[src/hdl/mtf_pkg.sv]
// Shared types and constants for the meter telegram framer.
`timescale 1ns / 1ps
`default_nettype none

package mtf_pkg;

  // Widths of the word fields on both channels.
  localparam int BYTE_W  = 8;
  localparam int FIELD_W = 11;
  localparam int EVENT_W = 3;

  // Characters that drive the framing.
  localparam logic [BYTE_W-1:0] CHAR_SLASH = 8'h2F;
  localparam logic [BYTE_W-1:0] CHAR_BANG  = 8'h21;
  localparam logic [BYTE_W-1:0] CHAR_CR    = 8'h0D;
  localparam logic [BYTE_W-1:0] CHAR_LF    = 8'h0A;

  // Register index on the configuration port.
  localparam logic REG_CHECKSUM_EN = 1'b0;

  // Event code reported with every result word.
  typedef enum logic [EVENT_W-1:0] {
    EV_DROP     = 3'd0,
    EV_STORE    = 3'd1,
    EV_DONE     = 3'd2,
    EV_RESYNC   = 3'd3,
    EV_OVF_DROP = 3'd4
  } event_t;

  // True for 0-9, A-F and a-f.
  function automatic logic is_hex(input logic [BYTE_W-1:0] c);
    return ((c >= 8'h30) && (c <= 8'h39)) ||
           ((c >= 8'h41) && (c <= 8'h46)) ||
           ((c >= 8'h61) && (c <= 8'h66));
  endfunction

endpackage

`default_nettype wire

[src/hdl/mtf_in_if.sv]
// Valid/ready channel carrying one received byte per word.
`timescale 1ns / 1ps
`default_nettype none

interface mtf_in_if;
  import mtf_pkg::*;

  logic              valid;
  logic              ready;
  logic [BYTE_W-1:0] rx_byte;

  modport source (output valid, output rx_byte, input ready);
  modport sink   (input valid, input rx_byte, output ready);
endinterface

`default_nettype wire

[src/hdl/mtf_out_if.sv]
// Valid/ready channel carrying one framing result per word.
`timescale 1ns / 1ps
`default_nettype none

interface mtf_out_if;
  import mtf_pkg::*;

  logic               valid;
  logic               ready;
  logic [EVENT_W-1:0] event_res;
  logic [BYTE_W-1:0]  byte_out;
  logic [FIELD_W-1:0] write_addr;
  logic [FIELD_W-1:0] base_addr;
  logic [FIELD_W-1:0] fill;
  logic [FIELD_W-1:0] frame_length;

  modport source (output valid, output event_res, output byte_out, output write_addr,
                  output base_addr, output fill, output frame_length, input ready);
  modport sink   (input valid, input event_res, input byte_out, input write_addr,
                  input base_addr, input fill, input frame_length, output ready);
endinterface

`default_nettype wire

[src/hdl/meter_telegram_framer.sv]
// Top level of the meter telegram framer: byte tracking, ring pointers and result register.
//
//   channel  | direction | handshake        | payload
//   ---------+-----------+------------------+-----------------------------------------
//   in_ch    | sink      | valid / ready    | rx_byte
//   out_ch   | source    | valid / ready    | event_res, byte_out, write_addr,
//            |           |                  | base_addr, fill, frame_length
//   APB      | slave     | psel / penable   | paddr, pwdata, prdata (checksum enable)
//
// One byte is taken per cycle unless a waiting result is held back by out_ch.ready; its
// result appears in the output register on the next cycle. The framing state is updated
// by the same combinational logic that loads the result register, so the pointer add and
// end-of-frame compare set the clock rate. A new byte is taken while a result waits, as
// long as that result leaves in the same cycle. Reset is synchronous and clears the
// pointers, trackers and output valid; checksum mode comes out of reset enabled.
`timescale 1ns / 1ps
`default_nettype none

module meter_telegram_framer #(
  parameter int RING_DEPTH = 2048
) (
  input  wire logic        clk,
  input  wire logic        rst_n,
  mtf_in_if.sink           in_ch,
  mtf_out_if.source        out_ch,
  input  wire logic        psel,
  input  wire logic        penable,
  input  wire logic        pwrite,
  input  wire logic [2:0]  paddr,
  input  wire logic [31:0] pwdata,
  output logic      [31:0] prdata,
  output logic             pready
);
  import mtf_pkg::*;

  localparam int AW = $clog2(RING_DEPTH);
  localparam int EW = AW + 1;
  localparam logic [AW-1:0] DEPTH_M1 = AW'(RING_DEPTH - 1);

  // Adds two ring offsets and wraps modulo the ring depth.
  function automatic logic [AW-1:0] ring_add(input logic [AW-1:0] a, input logic [AW-1:0] b);
    logic [AW:0] s;
    s = {1'b0, a} + {1'b0, b};
    if (s >= (AW+1)'(RING_DEPTH)) s = s - (AW+1)'(RING_DEPTH);
    return s[AW-1:0];
  endfunction

  // Fits an internal count to the fixed field width of the result word.
  function automatic logic [FIELD_W-1:0] to_field(input logic [AW-1:0] v);
    logic [FIELD_W+AW-1:0] t;
    t = {{FIELD_W{1'b0}}, v};
    return t[FIELD_W-1:0];
  endfunction

  // Framing state.
  logic          cksum_en_r;
  logic [AW-1:0] base_r, base_nxt;
  logic [AW-1:0] fill_r, fill_nxt;
  logic [AW-1:0] slash_r, slash_nxt;
  logic          bang_vld_r, bang_vld_nxt;
  logic [AW-1:0] bang_off_r, bang_off_nxt;
  logic [2:0]    hex_seen_r, hex_seen_nxt;
  logic          hex_fail_r, hex_fail_nxt;
  logic          post_cr_r, post_cr_nxt;
  logic          post_lf1_r, post_lf1_nxt;
  logic          post_lf2_r, post_lf2_nxt;

  // Result register.
  logic          out_vld_r, out_vld_nxt;
  event_t        ev_r, ev_nxt;
  logic [7:0]    byte_r;
  logic [AW-1:0] waddr_r, waddr_nxt;
  logic [AW-1:0] flen_r, flen_nxt;
  logic [AW-1:0] obase_r, ofill_r;

  logic          accept;
  logic [7:0]    c;
  logic          cfg_wr;

  // Intermediate values of the store path.
  logic [AW-1:0] p_fill1;
  logic [AW-1:0] p_slash;
  logic          p_bv;
  logic [AW-1:0] p_bo;
  logic [2:0]    p_hs;
  logic          p_hf, p_cr, p_lf1, p_lf2;
  logic [1:0]    p_extra;
  logic [EW-1:0] end_w, fill1_w;
  logic [AW-1:0] rest;
  logic          done;

  assign c      = in_ch.rx_byte;
  assign in_ch.ready = !out_vld_r || out_ch.ready;
  assign accept = in_ch.valid && in_ch.ready;

  // Configuration port: single register, writes complete in the access cycle.
  assign pready = 1'b1;
  assign cfg_wr = psel && penable && pwrite && (paddr[2] == REG_CHECKSUM_EN);
  assign prdata = (paddr[2] == REG_CHECKSUM_EN) ? {31'b0, cksum_en_r} : 32'b0;

  // Per-byte framing logic.
  always_comb begin
    base_nxt     = base_r;
    fill_nxt     = fill_r;
    slash_nxt    = slash_r;
    bang_vld_nxt = bang_vld_r;
    bang_off_nxt = bang_off_r;
    hex_seen_nxt = hex_seen_r;
    hex_fail_nxt = hex_fail_r;
    post_cr_nxt  = post_cr_r;
    post_lf1_nxt = post_lf1_r;
    post_lf2_nxt = post_lf2_r;
    ev_nxt       = EV_STORE;
    waddr_nxt    = '0;
    flen_nxt     = '0;

    // Store path, worked out regardless and used only when the byte is kept.
    p_fill1 = fill_r + AW'(1);
    p_slash = ((c == CHAR_SLASH) && (fill_r != '0)) ? fill_r : slash_r;
    p_bv    = bang_vld_r;
    p_bo    = bang_off_r;
    p_hs    = hex_seen_r;
    p_hf    = hex_fail_r;
    p_cr    = post_cr_r;
    p_lf1   = post_lf1_r;
    p_lf2   = post_lf2_r;
    if (c == CHAR_BANG) begin
      p_bv  = 1'b1;
      p_bo  = fill_r;
      p_hs  = '0;
      p_hf  = 1'b0;
      p_cr  = 1'b0;
      p_lf1 = 1'b0;
      p_lf2 = 1'b0;
    end else if (bang_vld_r) begin
      if ((hex_seen_r < 3'd4) && !is_hex(c)) p_hf = 1'b1;
      if (hex_seen_r == 3'd0) begin
        p_cr  = (c == CHAR_CR);
        p_lf1 = (c == CHAR_LF);
      end else if (hex_seen_r == 3'd1) begin
        p_lf2 = (c == CHAR_LF);
      end
      if (hex_seen_r != 3'd7) p_hs = hex_seen_r + 3'd1;
    end

    // Frame end: four digits after the '!' in checksum mode, else the frame ends at the '!' itself.
    p_extra = 2'd0;
    if ((p_hs >= 3'd1) && p_cr) begin
      p_extra = ((p_hs >= 3'd2) && p_lf2) ? 2'd2 : 2'd1;
    end else if ((p_hs >= 3'd1) && p_lf1) begin
      p_extra = 2'd1;
    end
    end_w   = {1'b0, p_bo} + EW'(1) + (cksum_en_r ? EW'(4) : EW'(p_extra));
    fill1_w = {1'b0, p_fill1};
    done    = p_bv && (cksum_en_r ? ((p_hs >= 3'd4) && !p_hf) : 1'b1) && (end_w <= fill1_w);
    rest    = AW'(fill1_w - end_w);

    priority if ((fill_r == '0) && (c != CHAR_SLASH)) begin
      ev_nxt = EV_DROP;
    end else if (fill_r >= DEPTH_M1) begin
      if ((slash_r != '0) && (slash_r < fill_r)) begin
        // Restart at the last slash; the incoming byte is discarded.
        ev_nxt    = EV_RESYNC;
        base_nxt  = ring_add(base_r, slash_r);
        fill_nxt  = fill_r - slash_r;
        slash_nxt = '0;
        if (bang_vld_r && (bang_off_r >= slash_r)) begin
          bang_off_nxt = bang_off_r - slash_r;
        end else begin
          bang_vld_nxt = 1'b0;
          bang_off_nxt = '0;
          hex_seen_nxt = '0;
          hex_fail_nxt = 1'b0;
          post_cr_nxt  = 1'b0;
          post_lf1_nxt = 1'b0;
          post_lf2_nxt = 1'b0;
        end
      end else begin
        // No slash to restart on, so the whole buffer goes.
        ev_nxt       = EV_OVF_DROP;
        fill_nxt     = '0;
        slash_nxt    = '0;
        bang_vld_nxt = 1'b0;
        bang_off_nxt = '0;
        hex_seen_nxt = '0;
        hex_fail_nxt = 1'b0;
        post_cr_nxt  = 1'b0;
        post_lf1_nxt = 1'b0;
        post_lf2_nxt = 1'b0;
      end
    end else begin
      waddr_nxt = ring_add(base_r, fill_r);
      if (done) begin
        // Release the completed frame and rebase what follows it.
        ev_nxt       = EV_DONE;
        base_nxt     = ring_add(base_r, end_w[AW-1:0]);
        fill_nxt     = rest;
        flen_nxt     = end_w[AW-1:0];
        slash_nxt    = ((rest != '0) && ({1'b0, p_slash} >= end_w)) ?
                       AW'({1'b0, p_slash} - end_w) : '0;
        bang_vld_nxt = 1'b0;
        bang_off_nxt = '0;
        hex_seen_nxt = '0;
        hex_fail_nxt = 1'b0;
        post_cr_nxt  = 1'b0;
        post_lf1_nxt = 1'b0;
        post_lf2_nxt = 1'b0;
      end else begin
        fill_nxt     = p_fill1;
        slash_nxt    = p_slash;
        bang_vld_nxt = p_bv;
        bang_off_nxt = p_bo;
        hex_seen_nxt = p_hs;
        hex_fail_nxt = p_hf;
        post_cr_nxt  = p_cr;
        post_lf1_nxt = p_lf1;
        post_lf2_nxt = p_lf2;
      end
    end
  end

  // Output valid follows accepts and departures.
  always_comb begin
    if (accept) begin
      out_vld_nxt = 1'b1;
    end else if (out_ch.ready) begin
      out_vld_nxt = 1'b0;
    end else begin
      out_vld_nxt = out_vld_r;
    end
  end

  // Control state and configuration.
  always_ff @(posedge clk) begin
    if (!rst_n) begin
      cksum_en_r <= 1'b1;
      out_vld_r  <= 1'b0;
      base_r     <= '0;
      fill_r     <= '0;
      slash_r    <= '0;
      bang_vld_r <= 1'b0;
      bang_off_r <= '0;
      hex_seen_r <= '0;
      hex_fail_r <= 1'b0;
      post_cr_r  <= 1'b0;
      post_lf1_r <= 1'b0;
      post_lf2_r <= 1'b0;
    end else begin
      out_vld_r <= out_vld_nxt;
      if (cfg_wr) cksum_en_r <= pwdata[0];
      if (accept) begin
        base_r     <= base_nxt;
        fill_r     <= fill_nxt;
        slash_r    <= slash_nxt;
        bang_vld_r <= bang_vld_nxt;
        bang_off_r <= bang_off_nxt;
        hex_seen_r <= hex_seen_nxt;
        hex_fail_r <= hex_fail_nxt;
        post_cr_r  <= post_cr_nxt;
        post_lf1_r <= post_lf1_nxt;
        post_lf2_r <= post_lf2_nxt;
      end
    end
  end

  // Result payload, loaded with each accepted byte.
  always_ff @(posedge clk) begin
    if (accept) begin
      ev_r    <= ev_nxt;
      byte_r  <= c;
      waddr_r <= waddr_nxt;
      flen_r  <= flen_nxt;
      obase_r <= base_nxt;
      ofill_r <= fill_nxt;
    end
  end

  assign out_ch.valid        = out_vld_r;
  assign out_ch.event_res    = ev_r;
  assign out_ch.byte_out     = byte_r;
  assign out_ch.write_addr   = to_field(waddr_r);
  assign out_ch.base_addr    = to_field(obase_r);
  assign out_ch.fill         = to_field(ofill_r);
  assign out_ch.frame_length = to_field(flen_r);

  // An accepted byte always leaves a result waiting in the next cycle.
  a_accept_gives_result: assert property (@(posedge clk) disable iff (!rst_n)
    accept |=> out_vld_r)
    else $error("accepted byte produced no result");

  // The last '!' always lies inside the held bytes.
  a_bang_inside: assert property (@(posedge clk) disable iff (!rst_n)
    bang_vld_r |-> (bang_off_r < fill_r))
    else $error("bang offset beyond fill");

  // The resync slash is either absent or inside the held bytes.
  a_slash_inside: assert property (@(posedge clk) disable iff (!rst_n)
    (slash_r == '0) || (slash_r < fill_r))
    else $error("slash offset beyond fill");

  // A dropped byte never touches the ring, so the buffer stays empty.
  a_drop_empty: assert property (@(posedge clk) disable iff (!rst_n)
    (out_vld_r && (ev_r == EV_DROP)) |-> ((ofill_r == '0) && (waddr_r == '0)))
    else $error("dropped byte left bytes in the buffer");

endmodule

`default_nettype wire
[src/flat_wrapper.sv]
// flat-port wrapper written by rule: the top's interface ports become plain ports
module meter_telegram_framer_flat import mtf_pkg::*;
#(
  parameter int RING_DEPTH = 2048
)
  (clk, rst_n, psel, penable, pwrite, paddr, pwdata, prdata, pready, in_ch_valid, in_ch_rx_byte, in_ch_ready, out_ch_valid, out_ch_event_res, out_ch_byte_out, out_ch_write_addr, out_ch_base_addr, out_ch_fill, out_ch_frame_length, out_ch_ready);
  mtf_in_if in_ch_i ();
  mtf_out_if out_ch_i ();
  input  wire logic clk;
  input  wire logic rst_n;
  input  wire logic psel;
  input  wire logic penable;
  input  wire logic pwrite;
  input  wire logic [2:0] paddr;
  input  wire logic [31:0] pwdata;
  output logic      [31:0] prdata;
  output logic pready;
  input wire logic [$bits(in_ch_i.valid)-1:0] in_ch_valid;
  input wire logic [$bits(in_ch_i.rx_byte)-1:0] in_ch_rx_byte;
  output wire logic [$bits(in_ch_i.ready)-1:0] in_ch_ready;
  output wire logic [$bits(out_ch_i.valid)-1:0] out_ch_valid;
  output wire logic [$bits(out_ch_i.event_res)-1:0] out_ch_event_res;
  output wire logic [$bits(out_ch_i.byte_out)-1:0] out_ch_byte_out;
  output wire logic [$bits(out_ch_i.write_addr)-1:0] out_ch_write_addr;
  output wire logic [$bits(out_ch_i.base_addr)-1:0] out_ch_base_addr;
  output wire logic [$bits(out_ch_i.fill)-1:0] out_ch_fill;
  output wire logic [$bits(out_ch_i.frame_length)-1:0] out_ch_frame_length;
  input wire logic [$bits(out_ch_i.ready)-1:0] out_ch_ready;
  assign in_ch_i.valid = in_ch_valid;
  assign in_ch_i.rx_byte = in_ch_rx_byte;
  assign in_ch_ready = in_ch_i.ready;
  assign out_ch_valid = out_ch_i.valid;
  assign out_ch_event_res = out_ch_i.event_res;
  assign out_ch_byte_out = out_ch_i.byte_out;
  assign out_ch_write_addr = out_ch_i.write_addr;
  assign out_ch_base_addr = out_ch_i.base_addr;
  assign out_ch_fill = out_ch_i.fill;
  assign out_ch_frame_length = out_ch_i.frame_length;
  assign out_ch_i.ready = out_ch_ready;
  meter_telegram_framer #(.RING_DEPTH(RING_DEPTH)) u_core (.clk(clk), .rst_n(rst_n), .in_ch(in_ch_i), .out_ch(out_ch_i), .psel(psel), .penable(penable), .pwrite(pwrite), .paddr(paddr), .pwdata(pwdata), .prdata(prdata), .pready(pready));
endmodule
[config.mk]
export PLATFORM = sky130hd
export DESIGN_NAME = meter_telegram_framer_flat
export DESIGN_NICKNAME = d
export VERILOG_FILES = /design/src/hdl/mtf_pkg.sv /design/src/hdl/mtf_in_if.sv /design/src/hdl/mtf_out_if.sv /design/src/hdl/meter_telegram_framer.sv /design/src/flat_wrapper.sv
export SDC_FILE = /design/constraint.sdc
export NUM_CORES = 1
export LEC_CHECK = 0
export BUFFER_PORTS_ARGS = -buffer_cell sky130_fd_sc_hd__buf_2
export CAP_MARGIN = 20
export CORE_ASPECT_RATIO = 1.1
export CORE_MARGIN = 2
export CORE_UTILIZATION = 62
export CTS_CLUSTER_SIZE = 10
export DETAILED_ROUTE_END_ITERATION = 8
export PLACE_DENSITY = 0.86
export SYNTH_ARGS = -nofsm -noshare
export SYNTH_HDL_FRONTEND = slang
export SYNTH_SLANG_ARGS = --single-unit
[constraint.sdc]
create_clock -name clk -period 10.33 [get_ports clk]
set_input_delay 1.5495 -clock clk [delete_from_list [all_inputs] [get_ports clk]]
set_output_delay 1.5495 -clock clk [all_outputs]
set_load 0.02 [all_outputs]
; ---- Yosys cells after proc, flatten, opt, wreduce, memory -nomap -nowiden
; Index checks and enable logic that the tools add are counted.
; W data, S select, Z words.
[totals]
regBits = 109
elab_cells = 160
input_bits = 50
[classes]
magnitude_cmp = 18
reduce_logical = 35
n_eq_ne = 8
muxes = 64
addsub = 14
n_bitwise = 3
[op_table]
columns = cell, count
row1 = $mux W11, 20
row2 = $sub A11 B11 Y11, 4
row3 = $add A11 B11 Y12, 3
row4 = $ge A12 B12 Y1 const B, 3
row5 = $reduce_bool A11 Y1, 3
row6 = $sub A11 B1 Y11 const B, 3
row7 = $mux W1, 31
row8 = $mux W3, 10
row9 = $logic_and A1 B1 Y1, 19
row10 = $eq A8 B4 Y1 const B, 2
row11 = $eq A8 B6 Y1 const B, 2
row12 = $ge A8 B7 Y1 const B, 2
row13 = $le A8 B7 Y1 const B, 2
row14 = $add A11 B1 Y12 const B, 1
row15 = $add A12 B3 Y12, 1
row16 = $ge A11 B12 Y1, 1
row17 = $le A12 B11 Y1, 1
row18 = $add A11 B1 Y11 const B, 1
row19 = $ge A11 B11 Y1, 1
row20 = $ge A11 B11 Y1 const B, 1
row21 = $logic_not A11 Y1, 1
row22 = $lt A11 B11 Y1, 1
row23 = $ge A8 B6 Y1 const B, 1
row24 = $le A8 B6 Y1 const B, 1
row25 = 18 further kinds, 27

; ---- Logic depth before layout (Yosys ltp)
[logic_depth]
word_depth = 17
mapped_depth = 29
mapped_depth_nobuf = 28

; ---- Worst setup path before layout
; OpenSTA, ideal clock, no wires.
[synth_path]
kind = input -> register
from = input in_ch_rx_byte[4]
to = register u_core.obase_r[7] (netlist: u_core.out_ch.base_addr[7]), data pin
arrival_ps = 6598
path_stages = 25
path_slack_ps = 3479
required_ps = 10077
setup_ps = 253
path_cell_list = or2_1 > or4_1 > nor4b_1 > mux2i_1 > a2111oi_0 > nand2_1 > ha_1 > fa_1 > nand2b_1 > a21oi_1 > xnor2_1 > mux2_4 > clkinv_4 > ha_1 > nand2_1 > or3_1 > nor3_1 > a21oi_1 > o21ai_1 > o2111a_1 > buf_2 > a21oi_2 > a221o_1 > nor2_1 > nor2_1
[synth_between]
elab_chain_len = 17
elab_cells_between_ends = 59
cone_classes = add/sub (4) / order compare (11) / eq/ne (4) / mux (25) / reduce/logical (15)
[synth_rtl]
columns = item, line
row1 = from (decl), flat_wrapper.sv:19  ; input wire logic [$bits(in_ch_i.rx_byte)-1:0] in_ch_rx_byte;
row2 = branches (longest 16 deep; another with $add A12 B3 Y12), n/a
row3 = $mux W11 (*), meter_telegram_framer.sv:158  ; priority if ((fill_r == '0) && (c != CHAR_SLASH)) begin
row4 = net u_core.base_nxt[7], meter_telegram_framer.sv:57  ; logic [AW-1:0] base_r, base_nxt;
row5 = to (signal assigned), meter_telegram_framer.sv:273  ; obase_r <= base_nxt;
row6 = to (decl), meter_telegram_framer.sv:74  ; logic [AW-1:0] obase_r, ofill_r;
; Mark *: on every way through the listed nets, which the timed path passes.
; A chain may end at the register's enable or synchronous reset.

; ---- Final worst setup path
[layout_path]
from = input in_ch_rx_byte[4]
to = register u_core.slash_r[9]
[layout_between]
elab_chain_len = 16
elab_cells_between_ends = 65
cone_classes = add/sub (4) / order compare (11) / eq/ne (5) / mux (25) / bitwise (1) / reduce/logical (19)
[layout_rtl]
columns = item, line
row1 = "$eq A8 B4 Y1, or another cell as far along", "meter_telegram_framer.sv:139, meter_telegram_framer.sv:141"
row2 = "$mux W1, or another cell as far along", meter_telegram_framer.sv:140  ; end else if (hex_seen_r == 3'd1) begin
row3 = $mux W1 / $logic_or A1 B1 Y1 (equally long branches), "meter_telegram_framer.sv:137, mtf_pkg.sv:32"
row4 = $mux W1 / $logic_or A1 B1 Y1 (equally long branches), "meter_telegram_framer.sv:135, mtf_pkg.sv:33"
row5 = $mux W1 / $logic_not A1 Y1 (equally long branches), "meter_telegram_framer.sv:127, meter_telegram_framer.sv:136"
row6 = "$logic_and A1 B1 Y1, on equally long branches", "meter_telegram_framer.sv:149, meter_telegram_framer.sv:136"
row7 = $mux W2 / $mux W1 (equally long branches), "meter_telegram_framer.sv:149, meter_telegram_framer.sv:136"
row8 = $mux W2 / $mux W1 (equally long branches), "meter_telegram_framer.sv:148, meter_telegram_framer.sv:135"
row9 = $mux W3 / $mux W1 (equally long branches), "meter_telegram_framer.sv:153, meter_telegram_framer.sv:127"
row10 = $add A12 B3 Y12 / $logic_not A1 Y1 (equally long branches), "meter_telegram_framer.sv:153, meter_telegram_framer.sv:155"
row11 = $sub A11 B11 Y11 / $logic_and A1 B1 Y1 (equally long branches), "meter_telegram_framer.sv:156, meter_telegram_framer.sv:155"
row12 = $reduce_bool A11 Y1 / $mux W1 (equally long branches), "meter_telegram_framer.sv:199, meter_telegram_framer.sv:155"
row13 = "$logic_and A1 B1 Y1, on equally long branches", "meter_telegram_framer.sv:199, meter_telegram_framer.sv:155"
row14 = $mux W11 / $logic_and A1 B1 Y1 (equally long branches), "meter_telegram_framer.sv:199, meter_telegram_framer.sv:155"
row15 = $mux W11, meter_telegram_framer.sv:193  ; if (done) begin
row16 = $mux W11, meter_telegram_framer.sv:160  ; end else if (fill_r >= DEPTH_M1) begin
row17 = to (signal assigned), meter_telegram_framer.sv:254  ; slash_r <= slash_nxt;
row18 = to (decl), meter_telegram_framer.sv:59  ; logic [AW-1:0] slash_r, slash_nxt;
; Several ways; a longest one is shown, not always the timed one.

==> results.sh <==
export IMPL_dp_hpwl_um=20000
export IMPL_grt_setup_unrepaired="false"
export IMPL_first_global_vias=8011
export IMPL_via_per_inst=6.48
export IMPL_synth_main_ff_cell="sky130_fd_sc_hd__edfxtp_1"
export IMPL_clock_tree_htree_level_count=3
export IMPL_postLayoutSetupSlackWorst_ps=1710
export IMPL_post_route_drc_count=0
export IMPL_final_net_count=1293
export IMPL_grtUsageTotal=0.347
export IMPL_ys_async_sr_fraction=0
export IMPL_synth_avg_cell_area_sq_um=8.51
export IMPL_report_final_slew_viol_count=0
export IMPL_crit_path_max_incr_delay_ps=970
export IMPL_fin_crit_ps=8620
export IMPL_timing_hold_violations_final=0
export IMPL_slew_headroom=0.232
export IMPL_die_height_um=133
export IMPL_critical_path_slowest_cell="sky130_fd_sc_hd__a311oi_2"
export IMPL_power_density_nw_per_um2=200
export IMPL_post_cts_setup_buffers=0
export IMPL_postCtsHoldBufs=0
export IMPL_ir_drop_mv=0.0987
export IMPL_count_of_flip_flops_with_a_built_in_enable_after_synthesis=55
export IMPL_post_synth_top_area_cell="sky130_fd_sc_hd__edfxtp_1"
export IMPL_setup_violations_final=0
export IMPL_critical_path_endpoint_type="register"
export IMPL_postCtsResizedCells=0
export IMPL_critical_path_startpoint_type="input port"
export IMPL_synth_top_area_frac=0.177
export IMPL_place_congestion=1.04
export IMPL_syn2layout_area_growth_pct=7.33
export IMPL_clock_insertion_delay_worst_skew_ps=380
export IMPL_synth_most_common_cell="sky130_fd_sc_hd__a21oi_1"
export IMPL_syn_inst=1099
export IMPL_cts_buffers_inserted=9
export IMPL_count_of_input_and_output_buffers=74
export IMPL_clock_pin_slew_reported_for_the_worst_setup_and_hold_paths_after_clock_tree_synthesis_ps=80
export IMPL_die_width_um=121
export IMPL_clockRootBuffer="sky130_fd_sc_hd__clkbuf_16"
export IMPL_yosysWarnings=0
export IMPL_ctsLongestPathBuffers=2
export IMPL_worstSetupPathType="input port to register"
export IMPL_drt_wl_total_um=28100
export IMPL_max_cap_viol_count=0
export IMPL_required_arrival_time_at_the_worst_endpoint_ps=10610
export IMPL_vias=8758
export IMPL_initial_utilization=0.629
export IMPL_clock_sink_count=109
export IMPL_synthesis_area_sq_um=9350
export IMPL_synth_seq_area_share=0.292
export IMPL_crit_chain="buf_2 > or2_1 > or4_1 > nor4b_1 > mux2i_1 > a2111oi_0 > nand2_1 > ha_1 > fa_1 > nand2b_1 > a211oi_1 > mux2i_1 > o21a_1 > inv_1 > ha_1 > a21oi_1 > nor2_1 > nor2_1 > o2111ai_1 > o21ai_1 > o2111ai_2 > a311oi_2 > nand4_1 > a221oi_2"
export IMPL_synth_area_leaders="sky130_fd_sc_hd__edfxtp_1, sky130_fd_sc_hd__dfxtp_1, sky130_fd_sc_hd__ha_1"
export IMPL_worst_hold_path_type="register to register"
export IMPL_grt_start_max_net_pins=69
export IMPL_critical_path_peak_fanout=16
export IMPL_fin_crit_sh=0.835
export IMPL_maximum_clock_frequency_ghz=0.116
export IMPL_cp_data_arrival_time_ps=8900
export IMPL_synth_cell_type_count=90
export IMPL_number_of_register_bits_inferred_by_synthesis=109
export IMPL_worst_slack_at_placement_ps=1680
export IMPL_globalRoute_totalOverflow=0
export IMPL_floorplan_die_area_sq_um=16100
export IMPL_antenna_violations_before_repair=0
export IMPL_io_pins=140
export IMPL_routed_wire_per_std_cell_um=20.8
export IMPL_final_setup_skew_ps=10.4
export IMPL_drt_iter0_markers=983
export IMPL_final_layout_size_suffix_gt1_frac=0.120
export IMPL_row_count=47
export IMPL_outcome="complete, no violations"
export IMPL_leakagePower_nw=4.33
export IMPL_timing_worst_slew_pin_value_ps=1150
export IMPL_drtAntennaViolNets=0
export IMPL_tritoncts="yes"
export IMPL_drt_pass1_iterations=6
export IMPL_timing_setup_tns_ps=0
export IMPL_coreArea_sq_um=14900
export IMPL_grt_first_pass_wirelength_um=42800
export IMPL_netlist_top_cells_count="sky130_fd_sc_hd__a21oi_1, sky130_fd_sc_hd__nor2_1, sky130_fd_sc_hd__ha_1"
==> routing by layer <==
metal | GRT usage | up-vias | routed length (um)
met5 | 0 | - | 0
met4 | 0.251 | 0 | 2210
met3 | 0.0677 | 129 | 2800
met2 | 0.534 | 516 | 12600
met1 | 0.431 | 4057 | 10500
li1 | - | 4056 | -
==> registers in the layout (all words and copies together) (netlist names), 3 cells and up <==
| name | cells |
|---|---|
| u_core.fill_r | 11 |
| u_core.hex_seen_r | 3 |
| u_core.out_ch.frame_length | 11 |
| u_core.bang_off_r | 11 |
| u_core.out_ch.base_addr | 11 |
| u_core.out_ch.event_res | 3 |
| u_core.out_ch.fill | 11 |
| u_core.out_ch.write_addr | 11 |
| u_core.base_r | 11 |
| u_core.out_ch.byte_out | 8 |
| u_core.slash_r | 11 |
==> stage by stage <==
stage / total power [mW] / hold slack, ps / instance area (sq um) / std cells / utilization
after floorplan: 1.38 / 431 / 9470 / 1129 / -
after global placement: 1.61 / 440 / 9760 / 1335 / 0.656
after detailed placement: 1.63 / 445 / 9760 / 1335 / 0.656
after CTS: 1.98 / 456 / 10000 / 1351 / 0.675
after global routing: 2.12 / 477 / 10000 / 1351 / 0.675
final: 2.01 / 455 / 10000 / 1352 / 0.675
==> final timing paths <==
check,endpoint,startpoint,slack (ps),cells after the start
worst max-delay path,u_core.slash_r[9]$_SDFFE_PN0P_,in_ch_rx_byte[4],1710,24
worst max register to register,u_core.slash_r[9]$_SDFFE_PN0P_,u_core.bang_vld_r$_SDFFE_PN0P_,3090,22
worst min-delay path,u_core.post_lf2_r$_SDFFE_PN0P_,u_core.post_lf2_r$_SDFFE_PN0P_,450,2
worst min register to register,u_core.post_lf2_r$_SDFFE_PN0P_,u_core.post_lf2_r$_SDFFE_PN0P_,450,2
==> report_power, final <==
part           internal (mW)  switching [mW]
logic                  0.409           0.661
registers              0.523          0.0723
clock network          0.167           0.177
total                   1.10           0.910
==> cells by family (layout without fill, tap and decap cells) <==
group | Yosys count | after routing | synth area share
mux | 20 | 20 | 0.0238
other cells | 2 | 33 | 0.000803
buf+inv | 163 | 189 | 0.0812
compound gates | 340 | 340 | 0.239
xor+xnor | 76 | 76 | 0.0728
fa+ha+maj | 94 | 94 | 0.132
simple gates | 295 | 295 | 0.158
flops | 109 | 109 | 0.292
==> cells in the final DEF, fill, tap and decap left out, types with 10 or more instances in the layout <==
| master | n |
|---|---|
| sky130_fd_sc_hd__a21oi_1 | 109 |
| sky130_fd_sc_hd__nor2_1 | 89 |
| sky130_fd_sc_hd__ha_1 | 85 |
| sky130_fd_sc_hd__inv_1 | 82 |
| sky130_fd_sc_hd__o21ai_0 | 79 |
| sky130_fd_sc_hd__buf_2 | 74 |
| sky130_fd_sc_hd__nand2_1 | 69 |
| sky130_fd_sc_hd__edfxtp_1 | 55 |
| sky130_fd_sc_hd__dfxtp_1 | 54 |
| sky130_fd_sc_hd__xnor2_1 | 50 |
| sky130_fd_sc_hd__conb_1 | 32 |
| sky130_fd_sc_hd__xor2_1 | 24 |
| sky130_fd_sc_hd__nand3_1 | 23 |
| sky130_fd_sc_hd__a21o_1 | 22 |
| sky130_fd_sc_hd__nor3_1 | 20 |
| sky130_fd_sc_hd__nand4_1 | 17 |
| sky130_fd_sc_hd__mux2i_1 | 14 |
| sky130_fd_sc_hd__buf_4 | 13 |
| sky130_fd_sc_hd__nor2b_1 | 12 |
| sky130_fd_sc_hd__and3_1 | 11 |
| sky130_fd_sc_hd__a31oi_1 | 10 |
==> critical path: cells and delay by family <==
| kind | cells | cell delay [ps] |
|---|---|---|
| compound gates | 9 | 3600 |
| fa+ha+maj | 3 | 930 |
| buf+inv | 2 | 360 |
| mux | 2 | 520 |
| simple gates | 8 | 1930 |
==> layout make-up <==
type	instances	area (sq um)
Multi-Input combinational cell	857	5980
Tap cell	196	245
Antenna cell	1	2.50
Sequential cell	109	2730
Timing Repair Buffer	87	468
Clock inverter	7	56.3
Inverter	86	328
Fill cell	1193	4840
Clock buffer	9	225
Power figures use the tool's default switching activity.
